`src/sv/hkvt_pkg.sv`:
```
package hkvt_pkg;
    localparam int CAPACITY    = 64;
    localparam int IDX_W       = $clog2(CAPACITY);
    localparam int CNT_W       = $clog2(CAPACITY + 1);
    localparam int VALUE_WIDTH = 32;
    localparam int CODE_W      = 64;
    localparam int QDEPTH      = 2;

    typedef enum logic [2:0] {
        CMD_PUT    = 3'd0,
        CMD_GET    = 3'd1,
        CMD_REMOVE = 3'd2,
        CMD_COUNT  = 3'd3,
        CMD_CLEAR  = 3'd4
    } t_cmd;

    typedef struct packed {
        logic [2:0]             cmd;
        logic [CODE_W-1:0]      code;
        logic [VALUE_WIDTH-1:0] value;
    } t_job;

    typedef enum logic [1:0] {
        ST_IDLE,
        ST_SCAN,
        ST_WRITE,
        ST_DONE
    } t_state;
endpackage

```
`src/sv/hkvt_if.sv`:
```
interface hkvt_in_if;
    logic        valid;
    logic        ready;
    logic [2:0]  cmd;
    logic [7:0]  key_byte;
    logic        key_last;
    logic [31:0] value_in;
    modport source (output valid, cmd, key_byte, key_last, value_in, input ready);
    modport sink   (input valid, cmd, key_byte, key_last, value_in, output ready);
endinterface


```
`src/sv/hkvt_front.sv`:
```
module hkvt_front (
    input  logic               i_clk,
    input  logic               i_rst_n,
    hkvt_in_if.sink            in_ch,
    output logic               o_job_valid,
    input  logic               i_job_ready,
    output hkvt_pkg::t_job     o_job
);
    import hkvt_pkg::*;

    logic [CODE_W-1:0] r_acc, n_acc, w_ext;
    t_job              r_q [QDEPTH];
    logic [0:0]        r_wp, r_rp;
    logic [1:0]        r_cnt;
    logic              w_push, w_pop, w_acc_in;

    assign w_ext    = {{(CODE_W-8){in_ch.key_byte[7]}}, in_ch.key_byte};
    assign in_ch.ready = (r_cnt != 2'(QDEPTH));
    assign w_acc_in = in_ch.valid && in_ch.ready;
    assign w_push   = w_acc_in && in_ch.key_last;
    assign w_pop    = o_job_valid && i_job_ready;
    assign o_job_valid = (r_cnt != 2'd0);
    assign o_job    = r_q[r_rp];

    // fold: code*63 = code*64 - code
    always_comb begin
        n_acc = r_acc;
        if (in_ch.key_byte != 8'd0) begin
            n_acc = (r_acc << 6) - r_acc + w_ext;
        end
    end

    always_ff @(posedge i_clk) begin
        if (!i_rst_n) begin
            r_acc <= '0;
            r_wp  <= '0;
            r_rp  <= '0;
            r_cnt <= '0;
        end else begin
            if (w_acc_in) begin
                r_acc <= in_ch.key_last ? '0 : n_acc;
            end
            if (w_push) begin
                r_wp <= r_wp + 1'b1;
            end
            if (w_pop) begin
                r_rp <= r_rp + 1'b1;
            end
            r_cnt <= r_cnt + 2'(w_push) - 2'(w_pop);
        end
    end

    always_ff @(posedge i_clk) begin
        if (w_push) begin
            r_q[r_wp] <= '{cmd: in_ch.cmd, code: n_acc, value: in_ch.value_in};
        end
    end

    assert property (@(posedge i_clk) disable iff (!i_rst_n) r_cnt <= 2'(QDEPTH))
        else $error("queue overflow");
    assert property (@(posedge i_clk) disable iff (!i_rst_n)
        $past(w_acc_in && in_ch.key_last) |-> r_acc == '0)
        else $error("accumulator not cleared after last byte");
    assert property (@(posedge i_clk) disable iff (!i_rst_n)
        (r_cnt == 2'd0) |-> !w_pop)
        else $error("pop from empty queue");
endmodule

```
`src/flat_wrapper.sv`:
```
// flat-port wrapper written by rule: the top's interface ports become plain ports
module hkvt_front_flat import hkvt_pkg::*;
  (i_clk, i_rst_n, o_job_valid, i_job_ready, o_job, in_ch_valid, in_ch_cmd, in_ch_key_byte, in_ch_key_last, in_ch_value_in, in_ch_ready);
  hkvt_in_if in_ch_i ();
  input  logic i_clk;
  input  logic i_rst_n;
  output logic o_job_valid;
  input  logic i_job_ready;
  output hkvt_pkg::t_job o_job;
  input wire logic [$bits(in_ch_i.valid)-1:0] in_ch_valid;
  input wire logic [$bits(in_ch_i.cmd)-1:0] in_ch_cmd;
  input wire logic [$bits(in_ch_i.key_byte)-1:0] in_ch_key_byte;
  input wire logic [$bits(in_ch_i.key_last)-1:0] in_ch_key_last;
  input wire logic [$bits(in_ch_i.value_in)-1:0] in_ch_value_in;
  output wire logic [$bits(in_ch_i.ready)-1:0] in_ch_ready;
  assign in_ch_i.valid = in_ch_valid;
  assign in_ch_i.cmd = in_ch_cmd;
  assign in_ch_i.key_byte = in_ch_key_byte;
  assign in_ch_i.key_last = in_ch_key_last;
  assign in_ch_i.value_in = in_ch_value_in;
  assign in_ch_ready = in_ch_i.ready;
  hkvt_front u_core (.i_clk(i_clk), .i_rst_n(i_rst_n), .in_ch(in_ch_i), .o_job_valid(o_job_valid), .i_job_ready(i_job_ready), .o_job(o_job));
endmodule
```
`config.mk`:
```
export PLATFORM = sky130hd
export DESIGN_NAME = hkvt_front_flat
export DESIGN_NICKNAME = d
export VERILOG_FILES = /design/src/sv/hkvt_pkg.sv /design/src/sv/hkvt_if.sv /design/src/sv/hkvt_front.sv /design/src/flat_wrapper.sv
export SDC_FILE = /design/constraint.sdc
export NUM_CORES = 1
export LEC_CHECK = 0
export BUFFER_PORTS_ARGS = -buffer_cell sky130_fd_sc_hd__buf_2
export CORE_MARGIN = 1
export CORE_UTILIZATION = 41
export DETAILED_ROUTE_END_ITERATION = 16
export SYNTH_ARGS = -nofsm -noshare
export SYNTH_HDL_FRONTEND = slang
export SYNTH_SLANG_ARGS = --single-unit
```
`constraint.sdc`:
```
create_clock -name i_clk -period 6.8 [get_ports i_clk]
set_input_delay 0 -clock i_clk [delete_from_list [all_inputs] [get_ports i_clk]]
set_output_delay 0 -clock i_clk [all_outputs]
set_load 0.1 [all_outputs]
```
**Word level (Yosys, flattened, before mapping)**

Memories as Yosys holds them, arrays and structs flattened. A register that Yosys moved wholly into a read port is not among the register bits.
Cells that the tools add are included.

- Bits in registers: 68
- Bits in latches: 0
- RAM bits: 198
- ROM bits: 0
- Input port bits: 48
- Output and inout port bits: 101
- Word-level logic and storage cells: 23
- Memories: 1

Memory list:

| memory | depth | width | read ports | clocked after Yosys merged registers in | write ports | line | source |
|---|---|---|---|---|---|---|---|
| u_core.r_q | 2 | 99 | 1 | 1 | 1 | hkvt_front.sv:12 | `t_job r_q [QDEPTH];` |

- $add $sub $neg: 6
- Multiply operators: 0
- Divide/modulo/power cells: 0
- Magnitude comparators: 0
- Eq/ne operators: 1
- Shifts and indexed selects: 0
- Muxes and demuxes: 6
- Bitwise logic cells: 0
- Reductions and logical operators: 5

Operators by type and width:

| cell | number |
|---|---|
| 64-bit 2-to-1 mux | 2 |
| 64-bit adder | 1 |
| 64-bit subtractor | 1 |
| 8-bit nonzero test | 1 |
| 1-bit 2-to-1 mux | 4 |
| 1-bit logical AND | 3 |
| 1-bit adder (second input constant) | 2 |
| 2-bit by 1-bit adder with 2-bit output | 1 |
| 2-bit != test (second input constant) | 1 |
| 2-bit nonzero test | 1 |
| 2-bit by 1-bit subtractor with 2-bit output | 1 |

**Logic depth before layout (Yosys ltp)**

Gate-level depths: netlist of the first run.

- Depth after elaboration: 5
- Mapped depth: 16
- Gate-level depth less buffers: 16

**Worst setup path after synthesis of the first run**

OpenSTA, ideal clock, no wires.

- Path type: reg2reg
- Start: reg u_core.r_cnt[0]
- End: mem u_core.r_q[0][0] (netlist name) (enable)
- Setup time: 0.559 ns
- Arrival time: 5.508 ns
- Required time: 6.241 ns
- Setup slack: 0.733 ns
- Stages on the path, launching flop included: 6
- Path buffers: 0
- Clock period less this slack: 6.067 ns
- Cells stage by stage: dfxtp_1 > inv_1 > nand2_1 > and2_1 > nand2_1 > nor2_1

- Longest elaborated chain between the ends: 5

RTL lines:

| what | line | source |
|---|---|---|
| from (decl) | hkvt_front.sv:14 | `logic [1:0] r_cnt;` |
| from (signal assigned) | hkvt_front.sv:49 | `r_cnt <= r_cnt + 2'(w_push) - 2'(w_pop);` |
| 2-bit != test | hkvt_front.sv:18 | `assign in_ch.ready = (r_cnt != 2'(QDEPTH));` |
| named net in_ch_ready | flat_wrapper.sv:15 | `output wire logic [$bits(in_ch_i.ready)-1:0] in_ch_ready;` |
| 1-bit logical AND | hkvt_front.sv:19 | `assign w_acc_in = in_ch.valid && in_ch.ready;` |
| 1-bit logical AND | hkvt_front.sv:20 | `assign w_push = w_acc_in && in_ch.key_last;` |
| 1-bit 2-to-1 mux | hkvt_front.sv:54 | `if (w_push) begin` |
| 1-bit 2-to-1 mux (implied by the code) | hkvt_front.sv:55 | `r_q[r_wp] <= '{cmd: in_ch.cmd, code: n_acc, value: in_ch.value_in};` |
| to (decl) | hkvt_front.sv:12 |  |

The timed path passes the listed nets, and every way through them passes these cells.

**Worst setup path in the final report of the first run**

- Start: reg u_core.r_acc[12]
- End: mem u_core.r_q[0][81] (netlist name), data pin

- Longest elaborated chain between the ends: 3

RTL lines:

| what | line | source |
|---|---|---|
| from (decl) | hkvt_front.sv:11 | `logic [CODE_W-1:0] r_acc, n_acc, w_ext;` |
| from (signal assigned) | hkvt_front.sv:41 | `r_acc <= in_ch.key_last ? '0 : n_acc;` |
| 64-bit subtractor | hkvt_front.sv:29 | `n_acc = (r_acc << 6) - r_acc + w_ext;` |
| 64-bit adder | hkvt_front.sv:29 |  |
| 64-bit 2-to-1 mux | hkvt_front.sv:28 | `if (in_ch.key_byte != 8'd0) begin` |
| named net u_core.n_acc[49] | hkvt_front.sv:11 |  |

The timed path passes the listed nets, and every way through them passes these cells.

==> run summary, run 1 <==
ROUTING
---------------------------------------------------------------------------------
DRC violations left                                                             0
DRT iter0 DRCs                                                                639
Post-detailed-route via-to-cell ratio                                        5.29
Via count                                                                   11300
Total Wirelength                                                         38400 um
Final routed wire length divided by cell count                            18.0 um
DR pass1 iterations                                                             5
ANT nets after route                                                            0

STA
---------------------------------------------------------------------------------
Fmax                                                                      230 MHz
Final hold violation count                                                      0
Crit share post-route                                                       63.9%
Setup_tns                                                                    0 ns
Worst Tran Pin Value                                                      1.11 ns
Clock tree skew after final layout                                      0.0163 ns
Fin. max-slew vios                                                              0
Worst max-slew margin expressed relative to the limit                       26.2%
# setup viols final                                                             0
Minimum clock period after layout                                         4.34 ns
RSZ-0062 raised after global routing                                           no

SYNTH
---------------------------------------------------------------------------------
Number of enable-type register cells in the synthesized netlist               198
Area share of xor/xnor cells in the synthesized design                      3.37%
Post-synth cell types                                                          71
Net count of the mapped netlist                                              1622
Synthesized cell area                                                  0.0158 mm2
Top cells by area, synth                                             sky130_fd_sc_hd__edfxtp_1 (38%), sky130_fd_sc_hd__dfxtp_1 (8.7%), sky130_fd_sc_hd__mux2_2 (7.8%)
Count of state elements after synthesis                                       267
Area share of the leading cell type in the synthesized netlist              37.5%
Area fraction in compound gates after synthesis                             14.3%
Cell type with the largest total area after synthesis                sky130_fd_sc_hd__edfxtp_1
Syn avg cell area                                                        11.0 um2
Top flip-flop cell by instance count after synthesis                 sky130_fd_sc_hd__edfxtp_1
Simple-gate share of the synthesized area                                   8.95%
Post-synthesis mux area share                                               7.82%
Adder-cell share of the synthesized area                                    12.9%
Synthesized instance count                                                   1446
Combinational family with the most area after synthesis              compound AO/OA/AOI/OAI gates
Fraction of synthesis flops using an asynchronous set or reset pin             0%
Share of the yosys chip area belonging to registers                         46.2%
Count of synthesis-stage warnings from yosys                                    0

CTS
---------------------------------------------------------------------------------
Inserted Clock Buffers                                                         28
Post-CTS Hold Buffers                                                          38
CTS resizes                                                                     0
Total number of H-tree levels                                                   1
Postcts setup bufs                                                              0
Buffer cell driving the clock tree root                              sky130_fd_sc_hd__clkbuf_16
CTS tree                                                                     done
TritonCTS Sinks                                                               267
Insertion delay to the later sink of the worst-skew pair                  0.55 ns
Maximum count of clock buffers along a single path                              3
Clock-pin transition on the worst setup and hold timing paths             0.06 ns

SETUP PATH
---------------------------------------------------------------------------------
Nature of the critical path startpoint                                   register
Arrival time reported for the critical path endpoint                      4.63 ns
Cell chain of the critical path                                      inv_1 > fa_1 > inv_1 > ha_1 > nand4_1 > or2_1 > nor2_1 > o2111ai_1 > a2111oi_4 > nor2_2 > o41ai_4 > a21oi_1 > xnor2_1 > mux2_2
Slowest Stage Delay on Critical Path                                      0.51 ns
Kind of cell adding the most delay to the critical path              compound AO/OA/AOI/OAI gates
Type of the worst setup path                                              reg2reg
Nature of the critical path endpoint                                     register
Critical path buffer and inverter count                                         2
Critical Path Most Common Cell                                       sky130_fd_sc_hd__inv_1
Maximum fanout count along the critical path                                    8
Data required time of the worst path                                      7.09 ns
Critical path's slowest cell                                         sky130_fd_sc_hd__fa_1

PLACEMENT
---------------------------------------------------------------------------------
HPWL after DPL                                                           28000 um
Final GP Congestion                                                         0.905
I/O Buffers                                                                   148

DIE
---------------------------------------------------------------------------------
Initial standard-cell utilization of the core                               41.9%
Area enclosed by the die boundary                                      0.0394 mm2
Die width                                                                  199 um
Top-level port count                                                          149
Height of the chip                                                         199 um
FP Rows                                                                        71
Core Footprint                                                         0.0378 mm2

FINAL LAYOUT
---------------------------------------------------------------------------------
Area Overhead vs Synth                                                      15.7%
Multi-input gate area                                                 0.00752 mm2
Final core utilization                                                      48.5%
Commonest cells after routing, fill and taps aside                   sky130_fd_sc_hd__edfxtp_1 (198), sky130_fd_sc_hd__inv_1 (190), sky130_fd_sc_hd__buf_2 (148), sky130_fd_sc_hd__mux2_2 (110), sky130_fd_sc_hd__a21oi_1 (93)
Most common cell after layout, fill and taps aside                   sky130_fd_sc_hd__edfxtp_1
Sequential Area                                                       0.00733 mm2
Share of post-route cells with drive strength above 1                       21.0%
Number of inserted filler cells in the final layout                          3529
Post-layout nets                                                             1774

GLOBAL ROUTING
---------------------------------------------------------------------------------
Total global-route track usage                                              19.6%
Antenna violations before repair                                                0
Number of global-route vias before repair                                   11200
First-pass GRT wire length                                               60600 um
GRT overflow                                                                    0
Maximum number of pins on one net before global-route repair                  109

RUN
---------------------------------------------------------------------------------
Maximum Capacitance Violations                                                  0

RUN STATUS
---------------------------------------------------------------------------------
Result of the run                                                    complete, no violations

WORST HOLD PATH
---------------------------------------------------------------------------------
Class of the most critical hold timing path                                in2reg

sequential cells by signal, indices dropped and copies added, names as in the netlist, named ones only:
register	count
u_core.r_q	198
u_core.r_acc	64
u_core.r_cnt	2
u_core.r_rp	1
u_core.r_wp	1
stage by stage:
stage | cell area [um2] | hold slack [ns] | std cells | setup WS [ns]
after floorplan | 15800 | 0.0989 | 1446 | 0.733
after global placement | 17000 | 0.188 | 2041 | 2.34
after detailed placement | 17000 | 0.192 | 2041 | 2.33
after CTS | 18300 | 0.0901 | 2131 | 2.52
after global routing | 18300 | 0.133 | 2131 | 2.27
final | 18300 | 0.110 | 2132 | 2.46
worst register-to-register path, delay by kind of cell, from the launching register on:
family,cells,cell delay [ns]
buffers and inverters,2,0.15
xor gates and xnor gates,1,0.19
AOI/OAI and AO/OA,4,1.29
DFF,1,0.43
adders and majority gates,2,0.95
and+or+nand+nor,4,0.77
muxes,1,0.30
logic make-up after synthesis:
family          count (synthesis)
fa+ha+maj                     128
xor+xnor                       61
compound gates                333
buf+inv                       267
simple gates                  280
mux                           110
flops                         267
cells in the mapped netlist (10+ instances only):
cell,number
sky130_fd_sc_hd__xnor2_1,35
sky130_fd_sc_hd__a21o_1,32
sky130_fd_sc_hd__nor2_1,55
sky130_fd_sc_hd__and2_1,11
sky130_fd_sc_hd__o21a_1,11
sky130_fd_sc_hd__a22oi_1,33
sky130_fd_sc_hd__nand2_1,88
sky130_fd_sc_hd__ha_1,70
sky130_fd_sc_hd__o21ai_0,57
sky130_fd_sc_hd__and4_1,11
sky130_fd_sc_hd__a22o_1,25
sky130_fd_sc_hd__fa_1,58
sky130_fd_sc_hd__buf_2,14
sky130_fd_sc_hd__a31oi_1,10
sky130_fd_sc_hd__inv_1,191
sky130_fd_sc_hd__a21oi_1,93
sky130_fd_sc_hd__o21bai_1,18
sky130_fd_sc_hd__nand3_1,11
sky130_fd_sc_hd__clkbuf_1,55
sky130_fd_sc_hd__dfxtp_1,69
sky130_fd_sc_hd__mux2_2,110
sky130_fd_sc_hd__nand4_1,24
sky130_fd_sc_hd__xor2_1,26
sky130_fd_sc_hd__edfxtp_1,198
sky130_fd_sc_hd__nor2b_1,39
worst paths after layout:
check	from	end	slack (ns)	depth (start not counted)
worst max-delay path	u_core.r_acc[12]	u_core.r_q[0][81]	2.46	14
worst min register to register	u_core.r_acc[61]	u_core.r_acc[61]	0.49	2
worst max register to register	u_core.r_acc[12]	u_core.r_q[0][81]	2.46	14
worst min-delay path	in_ch_key_byte[1]	u_core.r_q[1][33]	0.11	5
area by class of cell:
type / count / share of cell area (%)
antenna: 1 / 0.0136
clock buffer: 32 / 4.02
clock inverter: 20 / 0.996
inverter: 191 / 3.92
multi-input combinational: 912 / 41.0
sequential: 267 / 40.0
tap: 511 / 3.49
timing repair buffer: 198 / 6.60
metal layers:
metal / wire length, um / GRT usage (%) / vias to the layer above
li1: - / - / 5420
met1: 18100 / 27.3 / 5519
met2: 17800 / 32.5 / 286
met3: 1920 / 2.34 / 43
met4: 571 / 4.19 / 0
met5: 0 / 0 / -
Power of run 1 is not shown: default switching activity piles up to over one toggle a cycle in this logic, so the estimate is an artifact.
==> run 2, diff against run 1 <==
--- a/config.mk
+++ b/config.mk
@@ -5,6 +5,7 @@
 export SDC_FILE = /design/constraint.sdc
 export NUM_CORES = 1
 export LEC_CHECK = 0
+export ABC_AREA = 1
 export BUFFER_PORTS_ARGS = -buffer_cell sky130_fd_sc_hd__buf_2
 export CORE_MARGIN = 1
 export CORE_UTILIZATION = 41
==> constraint.sdc (replaced) <==
create_clock -name i_clk -period 4.2 [get_ports i_clk]
set_input_delay 0 -clock i_clk [delete_from_list [all_inputs] [get_ports i_clk]]
set_output_delay 0 -clock i_clk [all_outputs]
set_load 0.1 [all_outputs]
==> run 2 against run 1 <==
Effect of this change: routed wire length rose by 31%; non-clock buffer count did not move; synthesized cell count rose by 61%; flip-flop and latch count did not move; first-iteration DRC count rose by 57%; via count rose by 32%; final cell count rose by 46%.
==> run summary, run 2 <==
SETUP PATH
---------------------------------------------------------------------------------
Endpoint of the most critical register-to-register path              u_core.r_q[1][79]
Slowest Stage Delay on Critical Path                                      0.52 ns
Arrival time reported for the critical path endpoint                      3.77 ns
Type of the worst setup path                                              reg2reg
Maximum fanout count along the critical path                                    5
Nature of the critical path endpoint                                     register
Cell chain of the critical path                                      inv_1 > fa_1 > inv_1 > ha_1 > nand2_1 > nor2_1 > nand2_1 > inv_1 > nand2_1 > nand2_1 > nand2_1 > nand2_1 > nand2_1 > nand3_1 > nand3_1 > and2_1
Nature of the critical path startpoint                                   register
Critical path's slowest cell                                         sky130_fd_sc_hd__fa_1
Critical path buffer and inverter count                                         3
Kind of cell adding the most delay to the critical path              simple AND/OR/NAND/NOR gates
Critical register-to-register path startpoint                        u_core.r_acc[7]
Critical Path Most Common Cell                                       sky130_fd_sc_hd__nand2_1
Data required time of the worst path                                      4.51 ns
Flop2flop setup slack                                                     0.74 ns
Worst reg2reg path depth                                                       16

PLACEMENT
---------------------------------------------------------------------------------
HPWL after DPL                                                           38700 um
Final GP Congestion                                                         0.949
I/O Buffers                                                                   148
Cell total after placement                                                   3027

ROUTING
---------------------------------------------------------------------------------
Final routed wire length divided by cell count                            16.2 um
Routed metal-1 wire length                                               23600 um
Routed wire length on met2                                               23000 um
DR WL met3                                                                2530 um
DRC violations left                                                             0
Via count                                                                   14900
ANT nets after route                                                            0
Total Wirelength                                                         50500 um
DR pass1 iterations                                                             8
DRT iter0 DRCs                                                               1004
Post-detailed-route via-to-cell ratio                                        4.76
Top sig layer                                                                met4

STA
---------------------------------------------------------------------------------
Fmax                                                                      289 MHz
Worst Tran Pin Value                                                      1.12 ns
Worst max-slew margin expressed relative to the limit                       25.4%
Fin. max-slew vios                                                              0
Crit share post-route                                                       82.3%
RSZ-0062 raised after global routing                                           no
# setup viols final                                                             0
Minimum clock period after layout                                         3.46 ns
Final hold violation count                                                      0
Clock tree skew after final layout                                      0.0151 ns

SYNTH
---------------------------------------------------------------------------------
Top cells by area, synth                                             sky130_fd_sc_hd__edfxtp_1 (33%), sky130_fd_sc_hd__nand2_1 (16%), sky130_fd_sc_hd__inv_1 (11%)
Synthesized cell area                                                  0.0182 mm2
Most frequent cells after synthesis                                  sky130_fd_sc_hd__nand2_1 (770), sky130_fd_sc_hd__inv_1 (522), sky130_fd_sc_hd__edfxtp_1 (198), sky130_fd_sc_hd__nand3_1 (116), sky130_fd_sc_hd__nor2_1 (115)
Top flip-flop cell by instance count after synthesis                 sky130_fd_sc_hd__edfxtp_1
Syn avg cell area                                                        7.81 um2
Most frequently used cell type in the post-synthesis netlist         sky130_fd_sc_hd__nand2_1
Number of enable-type register cells in the synthesized netlist               198
Fraction of synthesis flops using an asynchronous set or reset pin             0%
Net count of the mapped netlist                                              2503
Post-synth cell types                                                          42
Count of synthesis-stage warnings from yosys                                    0
Area share of the leading cell type in the synthesized netlist              32.7%
Count of state elements after synthesis                                       267
Share of the yosys chip area belonging to registers                         40.3%
Cell type with the largest total area after synthesis                sky130_fd_sc_hd__edfxtp_1
Synthesized instance count                                                   2327

GLOBAL ROUTING
---------------------------------------------------------------------------------
Maximum number of pins on one net before global-route repair                   90
GRT overflow                                                                    0
Number of global-route vias before repair                                   14600
Antenna violations before repair                                                0
Total global-route track usage                                              23.0%
First-pass GRT wire length                                               79500 um

RUN
---------------------------------------------------------------------------------
Maximum Capacitance Violations                                                  0

FINAL LAYOUT
---------------------------------------------------------------------------------
Antenna fix cells                                                               0
Post-layout nets                                                             2688
Commonest cells after routing, fill and taps aside                   sky130_fd_sc_hd__nand2_1 (769), sky130_fd_sc_hd__inv_1 (521), sky130_fd_sc_hd__edfxtp_1 (198), sky130_fd_sc_hd__buf_2 (148), sky130_fd_sc_hd__nand3_1 (116)
Most common cell after layout, fill and taps aside                   sky130_fd_sc_hd__nand2_1
Largest register by flop count                                         u_core.r_q
Area Overhead vs Synth                                                      15.1%
Max reg flops                                                                 198
Final core utilization                                                      48.1%
Registers with the highest flip-flop counts                          u_core.r_q (198), u_core.r_acc (64), u_core.r_cnt (2)
Post-route non-filler standard cell count                                    3119
Share of post-route cells with drive strength above 1                       14.0%

CTS
---------------------------------------------------------------------------------
Clock-pin transition on the worst setup and hold timing paths             0.06 ns
TritonCTS Sinks                                                               267
Maximum count of clock buffers along a single path                              3
CTS resizes                                                                     0
Total number of H-tree levels                                                   1
CTS tree                                                                     done
Buffer cell driving the clock tree root                              sky130_fd_sc_hd__clkbuf_16
Insertion delay to the later sink of the worst-skew pair                  0.56 ns
Inserted Clock Buffers                                                         28

WORST HOLD PATH
---------------------------------------------------------------------------------
Class of the most critical hold timing path                                in2reg
Worst hold path endpoint                                             u_core.r_acc[0]
Number of instances on the worst hold path                                      6
Hold_sp                                                              in_ch_key_byte[0]

RUN STATUS
---------------------------------------------------------------------------------
Result of the run                                                    complete, no violations

DIE
---------------------------------------------------------------------------------
FP Rows                                                                        76
Initial standard-cell utilization of the core                               41.8%
Area enclosed by the die boundary                                      0.0452 mm2
Die width                                                                  213 um
Top-level port count                                                          149
Height of the chip                                                         213 um
Core Footprint                                                         0.0435 mm2

run 2: changes by cell type after synthesis, moves of 26 or more:
cell	before	now
sky130_fd_sc_hd__nand2_1	88	770
sky130_fd_sc_hd__inv_1	191	522
sky130_fd_sc_hd__nand3_1	11	116
sky130_fd_sc_hd__nor2_1	55	115
sky130_fd_sc_hd__o21ai_0	57	12
sky130_fd_sc_hd__nor2b_1	39	0
sky130_fd_sc_hd__a22oi_1	33	0
sky130_fd_sc_hd__xnor2_1	35	2
sky130_fd_sc_hd__a21o_1	32	0
sky130_fd_sc_hd__clkbuf_1	55	29
run 2: how the worst max path moves through the flow:
| stage | start | to | slack, ns | cells past startpoint |
|---|---|---|---|---|
| 6_report | u_core.r_acc[7] | u_core.r_q[1][79] | 0.74 | 16 |
| 3_5_place_dp | in_ch_key_byte[7] | u_core.r_q[0][93] | 0.60 | 18 |
| 2_1_floorplan | u_core.r_cnt[0] | u_core.r_q[1][0] | -0.25 | 4 |
| 4_1_cts | u_core.r_acc[7] | u_core.r_q[1][79] | 0.73 | 16 |
| 5_1_grt | u_core.r_acc[1] | u_core.r_q[1][93] | 0.43 | 18 |
| 3_3_place_gp | in_ch_key_byte[7] | u_core.r_q[0][93] | 0.58 | 18 |
run 2: final cells by class:
class / instances / area [um2]
inverter: 532 / 2000
clock inverter: 8 / 92.6
fill: 4284 / 22500
tap: 585 / 732
sequential: 267 / 7330
timing repair buffer: 198 / 1270
multi-input combinational: 1485 / 8670
clock buffer: 44 / 832
run 2: tightest hold or removal path, cell delays in order:
cell and delay (ns):
sky130_fd_sc_hd__buf_2 0.10, sky130_fd_sc_hd__inv_1 0.05, sky130_fd_sc_hd__ha_1 0.12, sky130_fd_sc_hd__o21ai_0 0.14, sky130_fd_sc_hd__nand2_1 0.09, sky130_fd_sc_hd__a21oi_1 0.05
run 2: logic make-up (layout without fill, tap and decap cells):
family                   after synthesis  in the layout  share of synthesized area (%)
AND/OR/NAND/NOR                     1078           1078                           24.1
multiplexers                          99             99                           6.13
AO/OA/AOI/OAI                        171            171                           5.63
flip-flops                           267            267                           40.3
buffers and inverters                575            782                           12.2
adder cells (fa/ha/maj)              128            128                           11.2
XOR/XNOR                               9              9                          0.433
run 2: metal layers:
| layer | vias to the layer above | global-route usage, % |
|---|---|---|
| met3 | 70 | 2.70 |
| met4 | 0 | 6.77 |
| met2 | 287 | 37.9 |
| li1 | 7572 | - |
| met5 | - | 0 |
| met1 | 6927 | 31.6 |
run 2: stage by stage:
step	setup WS, ns	instance area [um2]	hold WS, ns	TNS, ns
4_1_cts	0.733	20900	0.0256	0
3_5_place_dp	0.600	19600	0.191	0
6_report	0.742	20900	0.0513	0
2_1_floorplan	-0.251	18200	0.0935	-49.68
5_1_grt	0.435	20900	0.0953	0
3_3_place_gp	0.584	19600	0.187	0
run 2: repair_timing:
item                                    4_1_cts  5_1_grt
setup buffers                                 0        0
endpoints found under the setup margin        0        0
hold buffers                                 40        0
endpoints found under the hold margin       104        0
Power of run 2 is left out for the same reason.
==> run 3, diff against run 2 <==
==> constraint.sdc (replaced) <==
create_clock -name i_clk -period 2.9 [get_ports i_clk]
set_input_delay 0 -clock i_clk [delete_from_list [all_inputs] [get_ports i_clk]]
set_output_delay 0 -clock i_clk [all_outputs]
set_load 0.1 [all_outputs]
==> run 3 against run 2 <==
Effect of this change: the flow now finishes with violations (negative setup slack); critical path depth is 1 lower; final area is 26% higher; global-route usage is 1.7 points higher; final cell count is 7.7% higher; setup slack worse by 0.77 ns; first-iteration DRC count is 7.0% lower; register-to-register slack worse by 0.77 ns; flip-flop and latch count stayed put; routed wire length is 12% higher; highest routed layer unchanged.
==> run summary, run 3 (synthesis results as in run 2) <==
RUN STATUS
----------------------------------------------------------------------------
Result of the run                                               complete, but fails checks
Violations in the final reports                                 negative setup slack

ROUTING
----------------------------------------------------------------------------
DRC violations left                                                        0
Final routed wire length divided by cell count                       16.9 um
DR pass1 iterations                                                        5
DRT iter0 DRCs                                                           934
Total Wirelength                                                    56700 um
Post-detailed-route via-to-cell ratio                                   4.81
ANT nets after route                                                       0
Via count                                                              16200

STA
----------------------------------------------------------------------------
RSZ-0062 raised after global routing                                     yes
Clock tree skew after final layout                                 0.0169 ns
Final hold violation count                                                 0
Setup_tns                                                         -0.0876 ns
Minimum clock period after layout                                    2.93 ns
Final setup margin                                                -0.0296 ns
Fmax                                                                 341 MHz
Fin. max-slew vios                                                         0
# setup viols final                                                        6
Worst Tran Pin Value                                                 1.07 ns
Crit share post-route                                                   101%
Worst max-slew margin expressed relative to the limit                  28.5%

CTS
----------------------------------------------------------------------------
Buffer cell driving the clock tree root                         sky130_fd_sc_hd__clkbuf_16
TritonCTS Sinks                                                          267
Inserted Clock Buffers                                                    28
CTS tree                                                                done
Total number of H-tree levels                                              1
Maximum count of clock buffers along a single path                         3
Clock-pin transition on the worst setup and hold timing paths        0.06 ns
Insertion delay to the later sink of the worst-skew pair             0.57 ns

SETUP PATH
----------------------------------------------------------------------------
Critical path buffer and inverter count                                    4
Critical register-to-register path startpoint                   u_core.r_acc[27]
Start point of the critical path                                u_core.r_acc[27]
Nature of the critical path endpoint                                register
Type of the worst setup path                                         reg2reg
Arrival time reported for the critical path endpoint                 3.25 ns
Maximum fanout count along the critical path                               4
Critical path's slowest cell                                    sky130_fd_sc_hd__fa_1
Nature of the critical path startpoint                              register
Number of cells on the critical path                                      15
Kind of cell adding the most delay to the critical path         simple AND/OR/NAND/NOR gates
Data required time of the worst path                                 3.22 ns
Slowest Stage Delay on Critical Path                                 0.53 ns
Endpoint of the most critical register-to-register path         u_core.r_q[0][84]
Cell chain of the critical path                                 buf_4 > fa_1 > inv_1 > ha_4 > nand2_4 > buf_4 > nor2_4 > nand2_2 > inv_2 > nand2_1 > nor2_1 > nand2_2 > nand3_1 > nand3_2 > and2_4
Worst reg2reg path depth                                                  15
Flop2flop setup slack                                               -0.03 ns

DIE
----------------------------------------------------------------------------
FP Rows                                                                   76
Area enclosed by the die boundary                                 0.0452 mm2
Top-level port count                                                     149
Height of the chip                                                    213 um
Initial standard-cell utilization of the core                          41.8%
Die width                                                             213 um
Core Footprint                                                    0.0435 mm2

FINAL LAYOUT
----------------------------------------------------------------------------
Max reg flops                                                            198
Registers with the highest flip-flop counts                     u_core.r_q (198), u_core.r_acc (64), u_core.r_cnt (2)
Share of post-route cells with drive strength above 1                  46.7%
Final core utilization                                                 60.6%
Most common cell after layout, fill and taps aside              sky130_fd_sc_hd__nand2_1
Area Overhead vs Synth                                                 44.9%
Largest register by flop count                                    u_core.r_q
Antenna fix cells                                                          0
Commonest cells after routing, fill and taps aside              sky130_fd_sc_hd__nand2_1 (503), sky130_fd_sc_hd__inv_1 (409), sky130_fd_sc_hd__buf_4 (215), sky130_fd_sc_hd__edfxtp_1 (198), sky130_fd_sc_hd__nand2_2 (179)
Post-layout nets                                                        2929

PLACEMENT
----------------------------------------------------------------------------
HPWL after DPL                                                      44000 um
I/O Buffers                                                              148
Final GP Congestion                                                    0.953

GLOBAL ROUTING
----------------------------------------------------------------------------
Total global-route track usage                                         24.7%
GRT overflow                                                               0
Number of global-route vias before repair                              15600
Antenna violations before repair                                           0
First-pass GRT wire length                                          85200 um
Maximum number of pins on one net before global-route repair              67

RUN
----------------------------------------------------------------------------
Maximum Capacitance Violations                                             0

WORST HOLD PATH
----------------------------------------------------------------------------
Worst hold path endpoint                                        u_core.r_acc[20]
Hold_sp                                                          in_ch_valid
Class of the most critical hold timing path                           in2reg
Number of instances on the worst hold path                                 6

## run 3: worst max-delay path by stage
stage	to	slack, ns
CTS	u_core.r_acc[30]	-0.04
detailed placement	u_core.r_q[0][77]	-0.29
finish	u_core.r_q[0][84]	-0.03
global placement	u_core.r_q[0][93]	-0.29
global route	u_core.r_q[0][84]	-0.14
floorplan	u_core.r_q[0][89]	-0.86
## run 3: per-stage QoR
stage               instance area [um2]  hold slack [ns]  worst slack [ns]  instances
floorplan                         19400           0.0935            -0.864       2327
global placement                  22500            0.187            -0.287       3239
detailed placement                22500            0.193            -0.292       3239
CTS                               24500          0.00468           -0.0434       3337
global route                      26300           0.0514            -0.138       3360
finish                            26300           0.0284           -0.0296       3360
## run 3: final cells by class
class                   instances  area [um2]
clock buffers                  35         768
clock inverters                17         267
fillers                      3844       17100
inverters                     532        2020
multi-input cells            1485       11900
flip-flops and latches        267        7390
well taps                     585         732
repair buffers                439        3280
## run 3: timing repair
| item | in CTS | in global routing |
|---|---|---|
| endpoints found under the hold margin | 96 | 0 |
| gates resized for setup | 158 | 478 |
| setup endpoints to repair | 100 | 139 |
| pin swaps | 44 | 180 |
| buffers inserted | 4 | 24 |
| hold buffers | 42 | 0 |
## run 3: layer usage
layer  wire length (um)  vias to the layer above  global-route usage [%]
met5                  0                        -                       0
met1              26200                     7665                    34.7
met3               2800                       85                    2.63
met4               1800                        0                    7.76
li1                   -                     8063                       -
met2              25900                      352                    39.9
## run 3: worst reg2reg max path, stage by stage (launching register included)
cell                      delay (ns)
sky130_fd_sc_hd__dfxtp_1        0.31
sky130_fd_sc_hd__buf_4          0.14
sky130_fd_sc_hd__fa_1           0.53
sky130_fd_sc_hd__inv_1          0.06
sky130_fd_sc_hd__ha_4           0.30
sky130_fd_sc_hd__nand2_4        0.07
sky130_fd_sc_hd__buf_4          0.14
sky130_fd_sc_hd__nor2_4         0.14
sky130_fd_sc_hd__nand2_2        0.12
sky130_fd_sc_hd__inv_2          0.10
sky130_fd_sc_hd__nand2_1        0.08
sky130_fd_sc_hd__nor2_1         0.12
sky130_fd_sc_hd__nand2_2        0.07
sky130_fd_sc_hd__nand3_1        0.10
sky130_fd_sc_hd__nand3_2        0.13
sky130_fd_sc_hd__and2_4         0.26
Power of run 3 is left out for the same reason.
